--- src/hdl/ptss_pkg.sv ---
// shared types, codes and constants of the pan/tilt servo slew controller
// no dependencies; imported by every module of the block
`default_nettype none
package ptss_pkg;

	localparam int ANGLE_W      = 8;
	localparam int PULSE_W      = 12;
	localparam int COUNT_W      = 16;
	localparam int COORD_W      = 13;
	localparam int CELL_W       = 4;
	localparam int REQ_W        = 2;
	localparam int MODE_W       = 2;
	localparam int CFG_IDX_W    = 3;
	localparam int CFG_DATA_W   = 16;

	localparam int COORD_FRAC_BITS = 12;

	localparam logic [ANGLE_W-1:0] ANGLE_MAX   = 8'd180;
	localparam logic [ANGLE_W-1:0] RESET_ANGLE = 8'd90;

	// request codes
	localparam logic [REQ_W-1:0] REQ_TICK    = 2'd0;
	localparam logic [REQ_W-1:0] REQ_DEFAULT = 2'd1;
	localparam logic [REQ_W-1:0] REQ_GRID    = 2'd2;
	localparam logic [REQ_W-1:0] REQ_TRACK   = 2'd3;

	// control modes
	localparam logic [MODE_W-1:0] CM_IDLE  = 2'd0;
	localparam logic [MODE_W-1:0] CM_GRID  = 2'd1;
	localparam logic [MODE_W-1:0] CM_TRACK = 2'd2;

	// register indexes
	localparam logic [CFG_IDX_W-1:0] REG_STEP        = 3'd0;
	localparam logic [CFG_IDX_W-1:0] REG_TIMEOUT     = 3'd1;
	localparam logic [CFG_IDX_W-1:0] REG_PULSE_MIN   = 3'd2;
	localparam logic [CFG_IDX_W-1:0] REG_PULSE_MAX   = 3'd3;
	localparam logic [CFG_IDX_W-1:0] REG_INVERT_PAN  = 3'd4;
	localparam logic [CFG_IDX_W-1:0] REG_INVERT_TILT = 3'd5;
	localparam logic [CFG_IDX_W-1:0] REG_DEFAULT     = 3'd6;

	// register reset values
	localparam logic [ANGLE_W-1:0] RST_STEP      = 8'd3;
	localparam logic [COUNT_W-1:0] RST_TIMEOUT   = 16'd50;
	localparam logic [PULSE_W-1:0] RST_PULSE_MIN = 12'd1000;
	localparam logic [PULSE_W-1:0] RST_PULSE_MAX = 12'd2000;
	localparam logic [ANGLE_W-1:0] RST_DEFAULT   = 8'd90;

	// pulse math: n = span*deg + 90 fits 20 bits, then n/180 = (n>>2)/45
	localparam int PROD_W   = PULSE_W + ANGLE_W;
	localparam int QUART_W  = PROD_W - 2;
	localparam int RECIP_SH = 24;
	localparam int RECIP_W  = 19;
	localparam logic [RECIP_W-1:0] RECIP_45 = 19'd372828;
	localparam logic [PROD_W-1:0]  HALF_180 = 20'd90;

	localparam logic [ANGLE_W-1:0] PRESET_PAN  [3] = '{8'd30, 8'd90, 8'd150};
	localparam logic [ANGLE_W-1:0] PRESET_TILT [3] = '{8'd120, 8'd90, 8'd60};

	typedef struct packed {
		logic                load;
		logic                slew;
		logic [ANGLE_W-1:0]  target;
	} lane_cmd_t;

	typedef struct packed {
		logic en_s1;
		logic en_s2;
		logic en_s3;
	} pipe_en_t;

endpackage
`default_nettype wire

--- src/hdl/ptss_ctrl.sv ---
// request decode: mode, track timeout counter, grid presets and track mapping
// depends on ptss_pkg; drives one command per axis lane
`default_nettype none
module ptss_ctrl
	import ptss_pkg::*;
#(
	parameter int CoordFracBits = COORD_FRAC_BITS
) (
	input  wire logic                 clk,
	input  wire logic                 arst_n,
	input  wire logic                 accept,
	input  wire logic [REQ_W-1:0]     req_type,
	input  wire logic [CELL_W-1:0]    grid_cell,
	input  wire logic [COORD_W-1:0]   track_x,
	input  wire logic [COORD_W-1:0]   track_y,
	input  wire logic [COUNT_W-1:0]   timeout_periods,
	input  wire logic [ANGLE_W-1:0]   default_angle,
	output lane_cmd_t                 pan_cmd,
	output lane_cmd_t                 tilt_cmd,
	output logic [MODE_W-1:0]         mode_s1,
	output logic                      ignored_s1
);

	localparam int VW = (CoordFracBits + 1 > COORD_W) ? CoordFracBits + 1 : COORD_W;
	localparam int PW = VW + ANGLE_W;
	localparam logic [VW-1:0] ONE  = VW'(1) << CoordFracBits;
	localparam logic [PW-1:0] HALF = PW'(1) << (CoordFracBits - 1);

	function automatic logic [ANGLE_W-1:0] coord_deg(input logic [COORD_W-1:0] c);
		logic [VW-1:0] v;
		logic [PW-1:0] p;
		v = VW'(c);
		if (v > ONE) begin
			v = ONE;
		end
		p = PW'(ANGLE_MAX) * PW'(v) + HALF;
		return ANGLE_W'(p >> CoordFracBits);
	endfunction

	logic [MODE_W-1:0]  mode_q, mode_d;
	logic [COUNT_W-1:0] cnt_q, cnt_d;
	logic [ANGLE_W-1:0] def_sat;
	logic               is_tick, grid_ok, to_default;
	logic [1:0]         col, row;

	assign is_tick = (req_type == REQ_TICK);
	assign def_sat = (default_angle > ANGLE_MAX) ? ANGLE_MAX : default_angle;
	assign grid_ok = (grid_cell >= CELL_W'(1)) && (grid_cell <= CELL_W'(9));

	// cell 1..9 row-major
	always_comb begin
		case (grid_cell)
			4'd1, 4'd4, 4'd7: col = 2'd0;
			4'd2, 4'd5, 4'd8: col = 2'd1;
			default:          col = 2'd2;
		endcase
		case (grid_cell)
			4'd1, 4'd2, 4'd3: row = 2'd0;
			4'd4, 4'd5, 4'd6: row = 2'd1;
			default:          row = 2'd2;
		endcase
	end

	always_comb begin
		cnt_d      = cnt_q;
		mode_d     = mode_q;
		to_default = 1'b0;
		pan_cmd    = '{load: 1'b0, slew: 1'b0, target: def_sat};
		tilt_cmd   = '{load: 1'b0, slew: 1'b0, target: def_sat};
		case (req_type)
			REQ_TICK: begin
				if (cnt_q != {COUNT_W{1'b1}}) begin
					cnt_d = cnt_q + COUNT_W'(1);
				end
				to_default = (mode_q == CM_TRACK) && (cnt_d > timeout_periods);
			end
			REQ_DEFAULT: begin
				to_default = 1'b1;
			end
			REQ_GRID: begin
				if (grid_ok) begin
					mode_d          = CM_GRID;
					pan_cmd.load    = 1'b1;
					pan_cmd.target  = PRESET_PAN[col];
					tilt_cmd.load   = 1'b1;
					tilt_cmd.target = PRESET_TILT[row];
				end
			end
			REQ_TRACK: begin
				mode_d          = CM_TRACK;
				cnt_d           = '0;
				pan_cmd.load    = 1'b1;
				pan_cmd.target  = coord_deg(track_x);
				tilt_cmd.load   = 1'b1;
				tilt_cmd.target = coord_deg(track_y);
			end
			default: begin
			end
		endcase
		if (to_default) begin
			mode_d        = CM_IDLE;
			pan_cmd.load  = 1'b1;
			tilt_cmd.load = 1'b1;
		end
		pan_cmd.slew  = is_tick;
		tilt_cmd.slew = is_tick;
		if (!accept) begin
			pan_cmd.load  = 1'b0;
			pan_cmd.slew  = 1'b0;
			tilt_cmd.load = 1'b0;
			tilt_cmd.slew = 1'b0;
		end
	end

	always_ff @(posedge clk or negedge arst_n) begin
		if (!arst_n) begin
			mode_q <= CM_IDLE;
			cnt_q  <= '0;
		end else if (accept) begin
			mode_q <= mode_d;
			cnt_q  <= cnt_d;
		end
	end

	always_ff @(posedge clk) begin
		if (accept) begin
			mode_s1    <= mode_d;
			ignored_s1 <= (req_type == REQ_GRID) && !grid_ok;
		end
	end

endmodule
`default_nettype wire

--- src/hdl/ptss_axis_lane.sv ---
// one servo axis: target and angle state, slew step and pulse scaling pipeline
// depends on ptss_pkg; two copies run side by side for pan and tilt
`default_nettype none
module ptss_axis_lane
	import ptss_pkg::*;
(
	input  wire logic                 clk,
	input  wire logic                 arst_n,
	input  wire lane_cmd_t            cmd,
	input  wire pipe_en_t             en,
	input  wire logic [ANGLE_W-1:0]   slew_step,
	input  wire logic                 invert,
	input  wire logic [PULSE_W-1:0]   span,
	output logic [ANGLE_W-1:0]        angle_s3,
	output logic [PULSE_W-1:0]        frac_s3
);

	logic [ANGLE_W-1:0] target_q, angle_q;
	logic [ANGLE_W-1:0] tgt_eff, angle_d, diff;
	logic [ANGLE_W-1:0] angle_s1, angle_s2, deg;
	logic [PROD_W-1:0]  num_s2;
	logic [QUART_W+RECIP_W-1:0] quot;

	assign tgt_eff = cmd.load ? cmd.target : target_q;

	always_comb begin
		angle_d = angle_q;
		diff    = '0;
		if (cmd.slew) begin
			if (angle_q < tgt_eff) begin
				diff    = tgt_eff - angle_q;
				angle_d = (diff > slew_step) ? angle_q + slew_step : tgt_eff;
			end else if (angle_q > tgt_eff) begin
				diff    = angle_q - tgt_eff;
				angle_d = (diff > slew_step) ? angle_q - slew_step : tgt_eff;
			end
		end
	end

	always_ff @(posedge clk or negedge arst_n) begin
		if (!arst_n) begin
			target_q <= RESET_ANGLE;
			angle_q  <= RESET_ANGLE;
		end else begin
			target_q <= tgt_eff;
			angle_q  <= angle_d;
		end
	end

	always_comb begin
		deg = (angle_s1 > ANGLE_MAX) ? ANGLE_MAX : angle_s1;
		if (invert) begin
			deg = ANGLE_MAX - deg;
		end
	end

	// divide by 180 as a shift by two and a reciprocal multiply for 45
	assign quot = (QUART_W + RECIP_W)'(num_s2[PROD_W-1:2]) * (QUART_W + RECIP_W)'(RECIP_45);

	always_ff @(posedge clk) begin
		if (en.en_s1) begin
			angle_s1 <= angle_d;
		end
		if (en.en_s2) begin
			angle_s2 <= angle_s1;
			num_s2   <= PROD_W'(span) * PROD_W'(deg) + HALF_180;
		end
		if (en.en_s3) begin
			angle_s3 <= angle_s2;
			frac_s3  <= quot[RECIP_SH +: PULSE_W];
		end
	end

endmodule
`default_nettype wire

--- src/hdl/ptss_merge.sv ---
// pipeline flow control and the output stage that joins both lanes into one word
// depends on ptss_pkg; steers the stage enables of the axis lanes
`default_nettype none
module ptss_merge
	import ptss_pkg::*;
(
	input  wire logic                 clk,
	input  wire logic                 arst_n,
	input  wire logic                 in_valid,
	output logic                      in_stall,
	output logic                      accept,
	output pipe_en_t                  en,
	input  wire logic [MODE_W-1:0]    mode_s1,
	input  wire logic                 ignored_s1,
	input  wire logic [PULSE_W-1:0]   pulse_base,
	input  wire logic [ANGLE_W-1:0]   pan_angle_s3,
	input  wire logic [PULSE_W-1:0]   pan_frac_s3,
	input  wire logic [ANGLE_W-1:0]   tilt_angle_s3,
	input  wire logic [PULSE_W-1:0]   tilt_frac_s3,
	output logic                      out_valid,
	input  wire logic                 out_stall,
	output logic [PULSE_W-1:0]        pan_pulse_us,
	output logic [PULSE_W-1:0]        tilt_pulse_us,
	output logic [ANGLE_W-1:0]        pan_now,
	output logic [ANGLE_W-1:0]        tilt_now,
	output logic [MODE_W-1:0]         mode_now,
	output logic                      request_ignored
);

	logic v1_q, v2_q, v3_q;
	logic rdy_o, rdy3, rdy2, rdy1, en_o;
	logic [MODE_W-1:0] mode_s2, mode_s3;
	logic              ignored_s2, ignored_s3;

	// each stage moves on when the next one is empty or moving
	assign rdy_o     = !out_valid || !out_stall;
	assign rdy3      = !v3_q || rdy_o;
	assign rdy2      = !v2_q || rdy3;
	assign rdy1      = !v1_q || rdy2;
	assign in_stall  = !rdy1;
	assign accept    = in_valid && rdy1;
	assign en.en_s1  = accept;
	assign en.en_s2  = v1_q && rdy2;
	assign en.en_s3  = v2_q && rdy3;
	assign en_o      = v3_q && rdy_o;

	always_ff @(posedge clk or negedge arst_n) begin
		if (!arst_n) begin
			v1_q      <= 1'b0;
			v2_q      <= 1'b0;
			v3_q      <= 1'b0;
			out_valid <= 1'b0;
		end else begin
			v1_q      <= accept || (v1_q && !rdy2);
			v2_q      <= en.en_s2 || (v2_q && !rdy3);
			v3_q      <= en.en_s3 || (v3_q && !rdy_o);
			out_valid <= en_o || (out_valid && out_stall);
		end
	end

	always_ff @(posedge clk) begin
		if (en.en_s2) begin
			mode_s2    <= mode_s1;
			ignored_s2 <= ignored_s1;
		end
		if (en.en_s3) begin
			mode_s3    <= mode_s2;
			ignored_s3 <= ignored_s2;
		end
		if (en_o) begin
			pan_pulse_us    <= pulse_base + pan_frac_s3;
			tilt_pulse_us   <= pulse_base + tilt_frac_s3;
			pan_now         <= pan_angle_s3;
			tilt_now        <= tilt_angle_s3;
			mode_now        <= mode_s3;
			request_ignored <= ignored_s3;
		end
	end

endmodule
`default_nettype wire

--- src/hdl/pan_tilt_servo_slew_controller_core.sv ---
// top level of the pan/tilt servo slew controller: registers, lanes, output stage
// depends on ptss_pkg, ptss_ctrl, ptss_axis_lane and ptss_merge
//
// channel   handshake               payload
// in        in_valid / in_stall     req_type, grid_cell, track_x, track_y
// out       out_valid / out_stall   pan/tilt_pulse_us, pan/tilt_now, mode_now,
//                                   request_ignored
// cfg       cfg_valid / cfg_ready   cfg_index, cfg_data
//
// one item per cycle unless out_stall holds it; a word passes s1, s2, s3 and
// the output register; angle state updates in the accept cycle, the pulse scaling
// behind it runs in a multiply stage and a reciprocal multiply stage per lane
// reset clears all control state at once; no clearing pass
// out_stall backs up through the output register and three stages; in_stall
// rises only when all four hold a word
`default_nettype none
module pan_tilt_servo_slew_controller_core
	import ptss_pkg::*;
#(
	parameter int CoordFracBits = COORD_FRAC_BITS
) (
	input  wire logic                   clk,
	input  wire logic                   arst_n,
	input  wire logic                   in_valid,
	output logic                        in_stall,
	input  wire logic [REQ_W-1:0]       req_type,
	input  wire logic [CELL_W-1:0]      grid_cell,
	input  wire logic [COORD_W-1:0]     track_x,
	input  wire logic [COORD_W-1:0]     track_y,
	output logic                        out_valid,
	input  wire logic                   out_stall,
	output logic [PULSE_W-1:0]          pan_pulse_us,
	output logic [PULSE_W-1:0]          tilt_pulse_us,
	output logic [ANGLE_W-1:0]          pan_now,
	output logic [ANGLE_W-1:0]          tilt_now,
	output logic [MODE_W-1:0]           mode_now,
	output logic                        request_ignored,
	input  wire logic                   cfg_valid,
	output logic                        cfg_ready,
	input  wire logic [CFG_IDX_W-1:0]   cfg_index,
	input  wire logic [CFG_DATA_W-1:0]  cfg_data
);

	logic [ANGLE_W-1:0] step_q, default_q;
	logic [COUNT_W-1:0] timeout_q;
	logic [PULSE_W-1:0] pmin_q, pmax_q, span;
	logic               inv_pan_q, inv_tilt_q;

	logic               accept;
	pipe_en_t           en;
	lane_cmd_t          pan_cmd, tilt_cmd;
	logic [MODE_W-1:0]  mode_s1;
	logic               ignored_s1;
	logic [ANGLE_W-1:0] pan_angle_s3, tilt_angle_s3;
	logic [PULSE_W-1:0] pan_frac_s3, tilt_frac_s3;

	assign cfg_ready = 1'b1;

	always_ff @(posedge clk or negedge arst_n) begin
		if (!arst_n) begin
			step_q     <= RST_STEP;
			timeout_q  <= RST_TIMEOUT;
			pmin_q     <= RST_PULSE_MIN;
			pmax_q     <= RST_PULSE_MAX;
			inv_pan_q  <= 1'b1;
			inv_tilt_q <= 1'b1;
			default_q  <= RST_DEFAULT;
		end else if (cfg_valid && cfg_ready) begin
			case (cfg_index)
				REG_STEP:        step_q     <= cfg_data[ANGLE_W-1:0];
				REG_TIMEOUT:     timeout_q  <= cfg_data[COUNT_W-1:0];
				REG_PULSE_MIN:   pmin_q     <= cfg_data[PULSE_W-1:0];
				REG_PULSE_MAX:   pmax_q     <= cfg_data[PULSE_W-1:0];
				REG_INVERT_PAN:  inv_pan_q  <= cfg_data[0];
				REG_INVERT_TILT: inv_tilt_q <= cfg_data[0];
				REG_DEFAULT:     default_q  <= cfg_data[ANGLE_W-1:0];
				default: begin
				end
			endcase
		end
	end

	// a reversed range pins both pulses to the minimum
	assign span = (pmax_q >= pmin_q) ? pmax_q - pmin_q : '0;

	ptss_ctrl #(
		.CoordFracBits(CoordFracBits)
	) u_ctrl (
		.clk             (clk),
		.arst_n          (arst_n),
		.accept          (accept),
		.req_type        (req_type),
		.grid_cell       (grid_cell),
		.track_x         (track_x),
		.track_y         (track_y),
		.timeout_periods (timeout_q),
		.default_angle   (default_q),
		.pan_cmd         (pan_cmd),
		.tilt_cmd        (tilt_cmd),
		.mode_s1         (mode_s1),
		.ignored_s1      (ignored_s1)
	);

	ptss_axis_lane u_pan (
		.clk       (clk),
		.arst_n    (arst_n),
		.cmd       (pan_cmd),
		.en        (en),
		.slew_step (step_q),
		.invert    (inv_pan_q),
		.span      (span),
		.angle_s3  (pan_angle_s3),
		.frac_s3   (pan_frac_s3)
	);

	ptss_axis_lane u_tilt (
		.clk       (clk),
		.arst_n    (arst_n),
		.cmd       (tilt_cmd),
		.en        (en),
		.slew_step (step_q),
		.invert    (inv_tilt_q),
		.span      (span),
		.angle_s3  (tilt_angle_s3),
		.frac_s3   (tilt_frac_s3)
	);

	ptss_merge u_merge (
		.clk             (clk),
		.arst_n          (arst_n),
		.in_valid        (in_valid),
		.in_stall        (in_stall),
		.accept          (accept),
		.en              (en),
		.mode_s1         (mode_s1),
		.ignored_s1      (ignored_s1),
		.pulse_base      (pmin_q),
		.pan_angle_s3    (pan_angle_s3),
		.pan_frac_s3     (pan_frac_s3),
		.tilt_angle_s3   (tilt_angle_s3),
		.tilt_frac_s3    (tilt_frac_s3),
		.out_valid       (out_valid),
		.out_stall       (out_stall),
		.pan_pulse_us    (pan_pulse_us),
		.tilt_pulse_us   (tilt_pulse_us),
		.pan_now         (pan_now),
		.tilt_now        (tilt_now),
		.mode_now        (mode_now),
		.request_ignored (request_ignored)
	);

endmodule
`default_nettype wire

--- config.mk ---
export PLATFORM = sky130hd
export DESIGN_NAME = pan_tilt_servo_slew_controller_core
export DESIGN_NICKNAME = d
export VERILOG_FILES = /design/src/hdl/ptss_pkg.sv /design/src/hdl/ptss_ctrl.sv /design/src/hdl/ptss_axis_lane.sv /design/src/hdl/ptss_merge.sv /design/src/hdl/pan_tilt_servo_slew_controller_core.sv
export SDC_FILE = /design/constraint.sdc
export NUM_CORES = 2
export LEC_CHECK = 0
export BUFFER_PORTS_ARGS = -buffer_cell sky130_fd_sc_hd__buf_2
export CAP_MARGIN = 20
export CORE_MARGIN = 1.5
export CORE_UTILIZATION = 50
export DETAILED_ROUTE_END_ITERATION = 6
export GPL_TIMING_DRIVEN = 0
export HOLD_SLACK_MARGIN = 0.1
export PLACE_DENSITY = 0.66
export SETUP_SLACK_MARGIN = 0.1
export SYNTH_ARGS = -nofsm -noshare
export SYNTH_HDL_FRONTEND = slang
export SYNTH_SLANG_ARGS = --single-unit
--- constraint.sdc ---
create_clock -name clk -period 15 [get_ports clk]
set_input_delay 0 -clock clk [delete_from_list [all_inputs] [get_ports clk]]
set_output_delay 0 -clock clk [all_outputs]
set_load 0.02 [all_outputs]
Yosys cells after proc, flatten, opt, wreduce, memory -nomap -nowiden

Cells that the tools add are included.

Bits in writable memories: 0
Word-level logic and storage cells: 192
Output and inout bits: 46
Memories: 0
Bits in read-only memories: 0
Bits in latches: 0
Input bits: 56
Flip-flop bits (word level): 276

Add/sub/neg operators: 18
Reduce and logical (&&, ||, !) cells: 44
Bitwise operators: 2
Mux-type cells: 45
Shifts and indexed selects: 0
Divide/modulo/power cells: 0
Magnitude comparators: 19
Multipliers: 6
Equal/unequal tests: 19

Operator list:

| cell                   | count |
|---|---|
| $mux 8                 | 23 |
| $mul 18x17->34 const B | 2 |
| $mux 13                | 4 |
| $gt 8x8->1             | 6 |
| $sub 8x8->8            | 6 |
| $add 20x12->20 const B | 2 |
| $add 20x7->20 const B  | 2 |
| $mul 12x8->20          | 2 |
| $mul 6x13->18 const A  | 2 |
| $bmux 8 s2             | 2 |
| $mux 16                | 2 |
| $pmux 16 s2            | 1 |
| $pmux 8 s2             | 2 |
| $gt 13x13->1 const B   | 2 |
| $add 12x12->12         | 2 |
| $gt 8x8->1 const B     | 3 |
| $add 16x1->16 const B  | 1 |
| $add 8x8->8            | 2 |
| $eq 4x3->1 const B     | 4 |
| $gt 16x16->1           | 1 |
| $lt 8x8->1             | 2 |
| $ne 16x16->1 const B   | 1 |
| $reduce_and 2->1       | 8 |
| $sub 8x8->8 const A    | 2 |
| other kinds (26)       | 69 |

Depth between registers and ports, before layout

Depth in word-level cells: 16
Mapped depth: 37

Cells and area by module

Synthesis repeated with hierarchy kept, for this count alone.

Cells, all modules: 3490
Area total of the unflattened synthesis: 34873.4 sq um

Modules (own cells, without submodules):

| module                              | area an instance (sq um) | times used | cells an instance | seq. area each (sq um) |
|---|---|---|---|---|
| ptss_axis_lane (u_tilt)             | 12062.8                  | 1          | 1200              | 2031.9 |
| ptss_axis_lane (u_pan)              | 12032.8                  | 1          | 1205              | 2031.9 |
| ptss_ctrl                           | 5256.3                   | 1          | 661               | 540.5 |
| pan_tilt_servo_slew_controller_core | 2927.8                   | 1          | 243               | 1480.2 |
| ptss_merge                          | 2593.7                   | 1          | 181               | 1571.5 |

Worst setup path before layout

OpenSTA, ideal clock, no wires.

Kind: reg-to-reg
Start: reg pmax_q[0]
End: reg u_tilt.num_s2[19], data pin
Setup time: 0.260 ns
Setup slack: 7.939 ns
Buffers on the path: 2
Arrival: 6.802 ns
Period minus slack after synthesis: 7.061 ns
Stages on the path, launching flop included: 33
Path through: dfrtp_1 > inv_1 > ha_1 > inv_1 > fa_1 > a21o_1 > a21oi_2 > o22ai_1 > nor2_1 > o21bai_1 > a21oi_1 > o21ai_1 > a21o_1 > clkbuf_1 > clkbuf_1 > nand2_1 > nor2_1 > fa_1 > ha_1 > fa_1 > fa_1 > ha_1 > nor2b_1 > o21ai_1 > a21boi_0 > o21ai_0 > a21boi_1 > o21ai_0 > a21oi_1 > or4_1 > a311o_1 > a21oi_1 > xnor2_1

Cells in the longest elaborated chain, start to end: 4

Ends and longest elaborated chain:

| what                                           | line                                      | text |
|---|---|---|
| start: declaration                             | pan_tilt_servo_slew_controller_core.sv:46 | `logic [PULSE_W-1:0] pmin_q, pmax_q, span;` |
| start signal: assignment                       | pan_tilt_servo_slew_controller_core.sv:73 | `REG_PULSE_MAX: pmax_q <= cfg_data[PULSE_W-1:0];` |
| $sub 12x12->12 or $ge 12x12->1 (tied branches) | pan_tilt_servo_slew_controller_core.sv:84 | `assign span = (pmax_q >= pmin_q) ? pmax_q - pmin_q : '0;` |
| $mux 12 (*)                                    | pan_tilt_servo_slew_controller_core.sv:84 |  |
| $mul 12x8->20 (*)                              | ptss_axis_lane.sv:66                      | `num_s2 <= PROD_W'(span) * PROD_W'(deg) + HALF_180;` |
| $add 20x7->20 (*)                              | ptss_axis_lane.sv:66                      |  |
| end signal: assignment                         | ptss_axis_lane.sv:66                      |  |
| end: declaration                               | ptss_axis_lane.sv:21                      | `logic [PROD_W-1:0] num_s2;` |

Every way passes the cells marked *; elsewhere a longest branch is shown, timed or not.
A chain may end at the register's enable or synchronous reset.

Final worst setup path

Start: reg u_ctrl.cnt_q[6]
End: reg u_tilt.angle_s1[7], data pin

Cells in the longest elaborated chain, start to end: 15

Ends and longest elaborated chain:

| what                                          | line                             | text |
|---|---|---|
| start: declaration                            | ptss_ctrl.sv:41                  | `logic [COUNT_W-1:0] cnt_q, cnt_d;` |
| start signal: assignment                      | ptss_ctrl.sv:121                 | `cnt_q <= cnt_d;` |
| $add 16x1->16 or $ne 16x16->1 (tied branches) | ptss_ctrl.sv:73, ptss_ctrl.sv:72 |  |
| $mux 16 (*)                                   | ptss_ctrl.sv:72                  | `if (cnt_q != {COUNT_W{1'b1}}) begin` |
| $mux 16 (*)                                   | ptss_ctrl.sv:70                  | `case (req_type)` |
| $gt 16x16->1 (*)                              | ptss_ctrl.sv:75                  | `to_default = (mode_q == CM_TRACK) && (cnt_d > timeout_periods);` |
| $logic_and 1x1->1 (*)                         | ptss_ctrl.sv:75                  |  |
| $pmux 1 s2 (*)                                | ptss_ctrl.sv:70                  |  |
| $mux 1 (*)                                    | ptss_ctrl.sv:100                 | `if (to_default) begin` |
| $mux 2 (*)                                    | ptss_ctrl.sv:107                 | `if (!accept) begin` |
| $mux 8 (*)                                    | ptss_axis_lane.sv:24             | `assign tgt_eff = cmd.load ? cmd.target : target_q;` |
| named net u_tilt.tgt_eff[1]                   | ptss_axis_lane.sv:19             | `logic [ANGLE_W-1:0] tgt_eff, angle_d, diff;` |
| $sub 8x8->8                                   | ptss_axis_lane.sv:34             | `diff = angle_q - tgt_eff;` |
| $gt 8x8->1                                    | ptss_axis_lane.sv:35             | `angle_d = (diff > slew_step) ? angle_q - slew_step : tgt_eff;` |
| $mux 8                                        | ptss_axis_lane.sv:35             |  |
| $mux 8                                        | ptss_axis_lane.sv:33             | `end else if (angle_q > tgt_eff) begin` |
| $mux 8 (*)                                    | ptss_axis_lane.sv:30             | `if (angle_q < tgt_eff) begin` |
| $mux 8 (*)                                    | ptss_axis_lane.sv:29             | `if (cmd.slew) begin` |
| named net u_tilt.angle_d[7]                   | ptss_axis_lane.sv:19             |  |
| end signal: assignment                        | ptss_axis_lane.sv:62             | `angle_s1 <= angle_d;` |
| end: declaration                              | ptss_axis_lane.sv:20             | `logic [ANGLE_W-1:0] angle_s1, angle_s2, deg;` |

The timed path passes the listed nets; every way through them passes the cells marked *. The select of a mux whose other input is x is not followed.

==> results.json <==
{
  "layout-drive-gt1-share": 0.0732,
  "design_area_um2": 36800,
  "critPathLaunchType": "flop",
  "post_cts_buffers": 0,
  "syn_area_per_cell_um2": 9.79,
  "setup_viol": 0,
  "grt-ovfl-total": 0,
  "start_util": 0.509,
  "crit_top_cell": "a21oi_1",
  "portBuffers": 99,
  "cts_buffers": 31,
  "max_cap_violations": 0,
  "synth_mux_area_frac": 0.0136,
  "yosysSeqAreaShare": 0.227,
  "drc": 0,
  "synthAdderAreaFrac": 0.420,
  "setup_slack_ns": 6.07,
  "synth_flop_cell": "edfxtp_1",
  "setup-tns-final_ns": 0,
  "clk_latency_ns": 0.59,
  "num-nets-final": 4579,
  "h-tree-depth": 1,
  "synthSimpleGateAreaFrac": 0.105,
  "grt_usage": 0.229,
  "crit_type": "reg -> reg",
  "core_area_um2": 66200,
  "drt-total-wl_um": 77800,
  "synth-xor-area-share": 0.0494,
  "reg2reg_depth": 35,
  "cp-end-kind": "flop",
  "vias": 24000,
  "min_period_over_period": 0.596,
  "dpl_worst_slack_ns": 6.17,
  "dr.pass1.iters": 5,
  "via_per_inst": 5.33,
  "syn_nets": 4408,
  "crit_required_ns": 15.41,
  "rr_startpoint": "u_ctrl.cnt_q[6]",
  "mostFrequentLayoutCell": "inv_1",
  "grt_pass1_vias": 24000,
  "status": "complete, no violations",
  "cts_tree": "done",
  "synth-edff-count": 160,
  "relSlewSlack": 0.283,
  "holdWs_ns": 0.133,
  "hold_end": "u_tilt.target_q[6]",
  "yosys_register_bits": 272,
  "finalHoldViolCount": 0,
  "antenna_found_initial": 2,
  "min_from": "grid_cell[3]",
  "areaGrowthSynthToFinish_pct": 9.42,
  "grt_max_degree": 95,
  "cp_max_fo": 10,
  "min_path_type": "in -> reg",
  "ant_nets": 0,
  "ys_async_sr_fraction": 0.412,
  "fin_crit_ns": 8.93,
  "min_path_cells": 6,
  "worstPathArrival_ns": 9.34,
  "die_area_um2": 68900,
  "die_h_um": 263,
  "ios": 102,
  "synth_top_family_by_area": "adder cells",
  "routedWlPerCell_um": 17.3,
  "cts.sinks": 272,
  "r2r_end": "u_tilt.angle_s1[7]",
  "max_stage_delay_ns": 0.82,
  "dpl_cell_area_um2": 35300,
  "mostFrequentLayoutCells": "inv_1, ha_1, fa_1, nor2_1, nand2_1",
  "finalWeightedCongestion": 0.917,
  "max_freq_ghz": 0.112,
  "yosysUniqueCellTypes": 85,
  "skew_ns": 0.0148,
  "cts.clk_slew.worst_paths_ns": 0.06,
  "num_rows": 94,
  "yosysWarnings": 0,
  "crit_slowest_cell": "o21ai_0",
  "clock_path_buffers": 3,
  "syn_area_um2": 33700,
  "rrSetupSlack_ns": 6.07,
  "dp_hpwl_um": 63900,
  "tightest_slew_ns": 1.07,
  "grt_pass1_wl_um": 126000,
  "rsz0062_at_grt": "no",
  "drt_iter0_markers": 1612,
  "synthCells": 3440,
  "drv_slew": 0,
  "synth_compound_area_frac": 0.104,
  "chipWidth_um": 263,
  "clock-root-buffer": "clkbuf_16"
}
-- area by class of cell --
type                       instances  area, um2
tap                              864       1080
inverter                         656       2460
timing repair buffer             138        930
sequential                       272       7660
buffer                            65        255
antenna                            1       2.50
fill                            5904      29400
clock buffer                      46       1000
multi-input combinational       2447      23300
clock inverter                    12        136
-- metrics by stage --
stage / instances / util
after floorplan: 3440 / -
after global placement: 4403 / 0.532
after detailed placement: 4406 / 0.534
after CTS: 4500 / 0.556
after global routing: 4501 / 0.556
final: 4501 / 0.556
-- cells by family (layout without fill, tap and decap cells) --
group           count (synthesis)  in the layout
simple gates                  769            769
compound gates                532            532
mux                            42             42
buf+inv                       721            917
xor+xnor                      190            190
other cells                     1              2
flops                         272            272
fa+ha+maj                     913            913
-- worst max path at each step --
stage / start / endpoint / slack, ns
after CTS: u_ctrl.cnt_q[6] / u_tilt.angle_s1[7] / 6.07
after floorplan: pmax_q[0] / u_tilt.num_s2[19] / 7.94
after global routing: u_ctrl.cnt_q[6] / u_tilt.angle_s1[7] / 5.39
after global placement: u_ctrl.cnt_q[6] / u_tilt.angle_s1[7] / 6.26
final: u_ctrl.cnt_q[6] / u_tilt.angle_s1[7] / 6.07
after detailed placement: u_ctrl.cnt_q[6] / u_tilt.angle_s1[7] / 6.17
-- routing by layer --
metal | GRT usage | vias up | share of wire
met1 | 0.308 | 11700 | 0.44
met5 | 0 | - | 0.00013
met3 | 0.0223 | 95 | 0.044
met4 | 0.0515 | 2 | 0.023
li1 | - | 11700 | -
met2 | 0.399 | 497 | 0.49
-- state kept, by name, indices dropped and copies added (netlist names), 12 cells and up --
name,count
u_pan.num_s2,18
u_tilt.num_s2,18
timeout_q,16
u_ctrl.cnt_q,16
pmax_q,12
pmin_q,12
u_merge.pan_pulse_us,12
u_merge.tilt_pulse_us,12
u_pan.frac_s3,12
u_tilt.frac_s3,12
-- Yosys cell counts (23+ instances only) --
library cell	count	area, um2
inv_1	656	2460
ha_1	549	6870
fa_1	363	7270
nor2_1	251	942
nand2_1	241	905
edfxtp_1	160	4800
xnor2_1	140	1230
a21oi_1	132	661
o21ai_0	126	631
dfrtp_1	73	1830
a21o_1	61	458
clkbuf_1	55	206
nor2b_1	52	325
xor2_1	50	438
nand3_1	40	200
dfstp_2	39	1020
nand2b_1	39	244
mux2_2	30	338
and2_1	29	181
nor3_1	28	140
o21a_1	26	195
nand4_1	23	144
-- worst max-delay path: cells and delay by family (launching register included) --
kind                     cells  cell delay (ns)
flip-flops                   1             0.32
XOR/XNOR                     2             0.25
AO/OA/AOI/OAI               16             4.00
adder cells (fa/ha/maj)      3             1.04
buffers and inverters        4             1.11
AND/OR/NAND/NOR             10             2.02
-- what timing repair did --
item                      4_1_cts  5_1_grt
resized for setup               0        0
hold buffers                   36        0
hold endpoints to repair      204        0
Power is left out: the tool's default activity adds up to more than one toggle a clock period on the data nets, which glitch-free logic cannot reach.
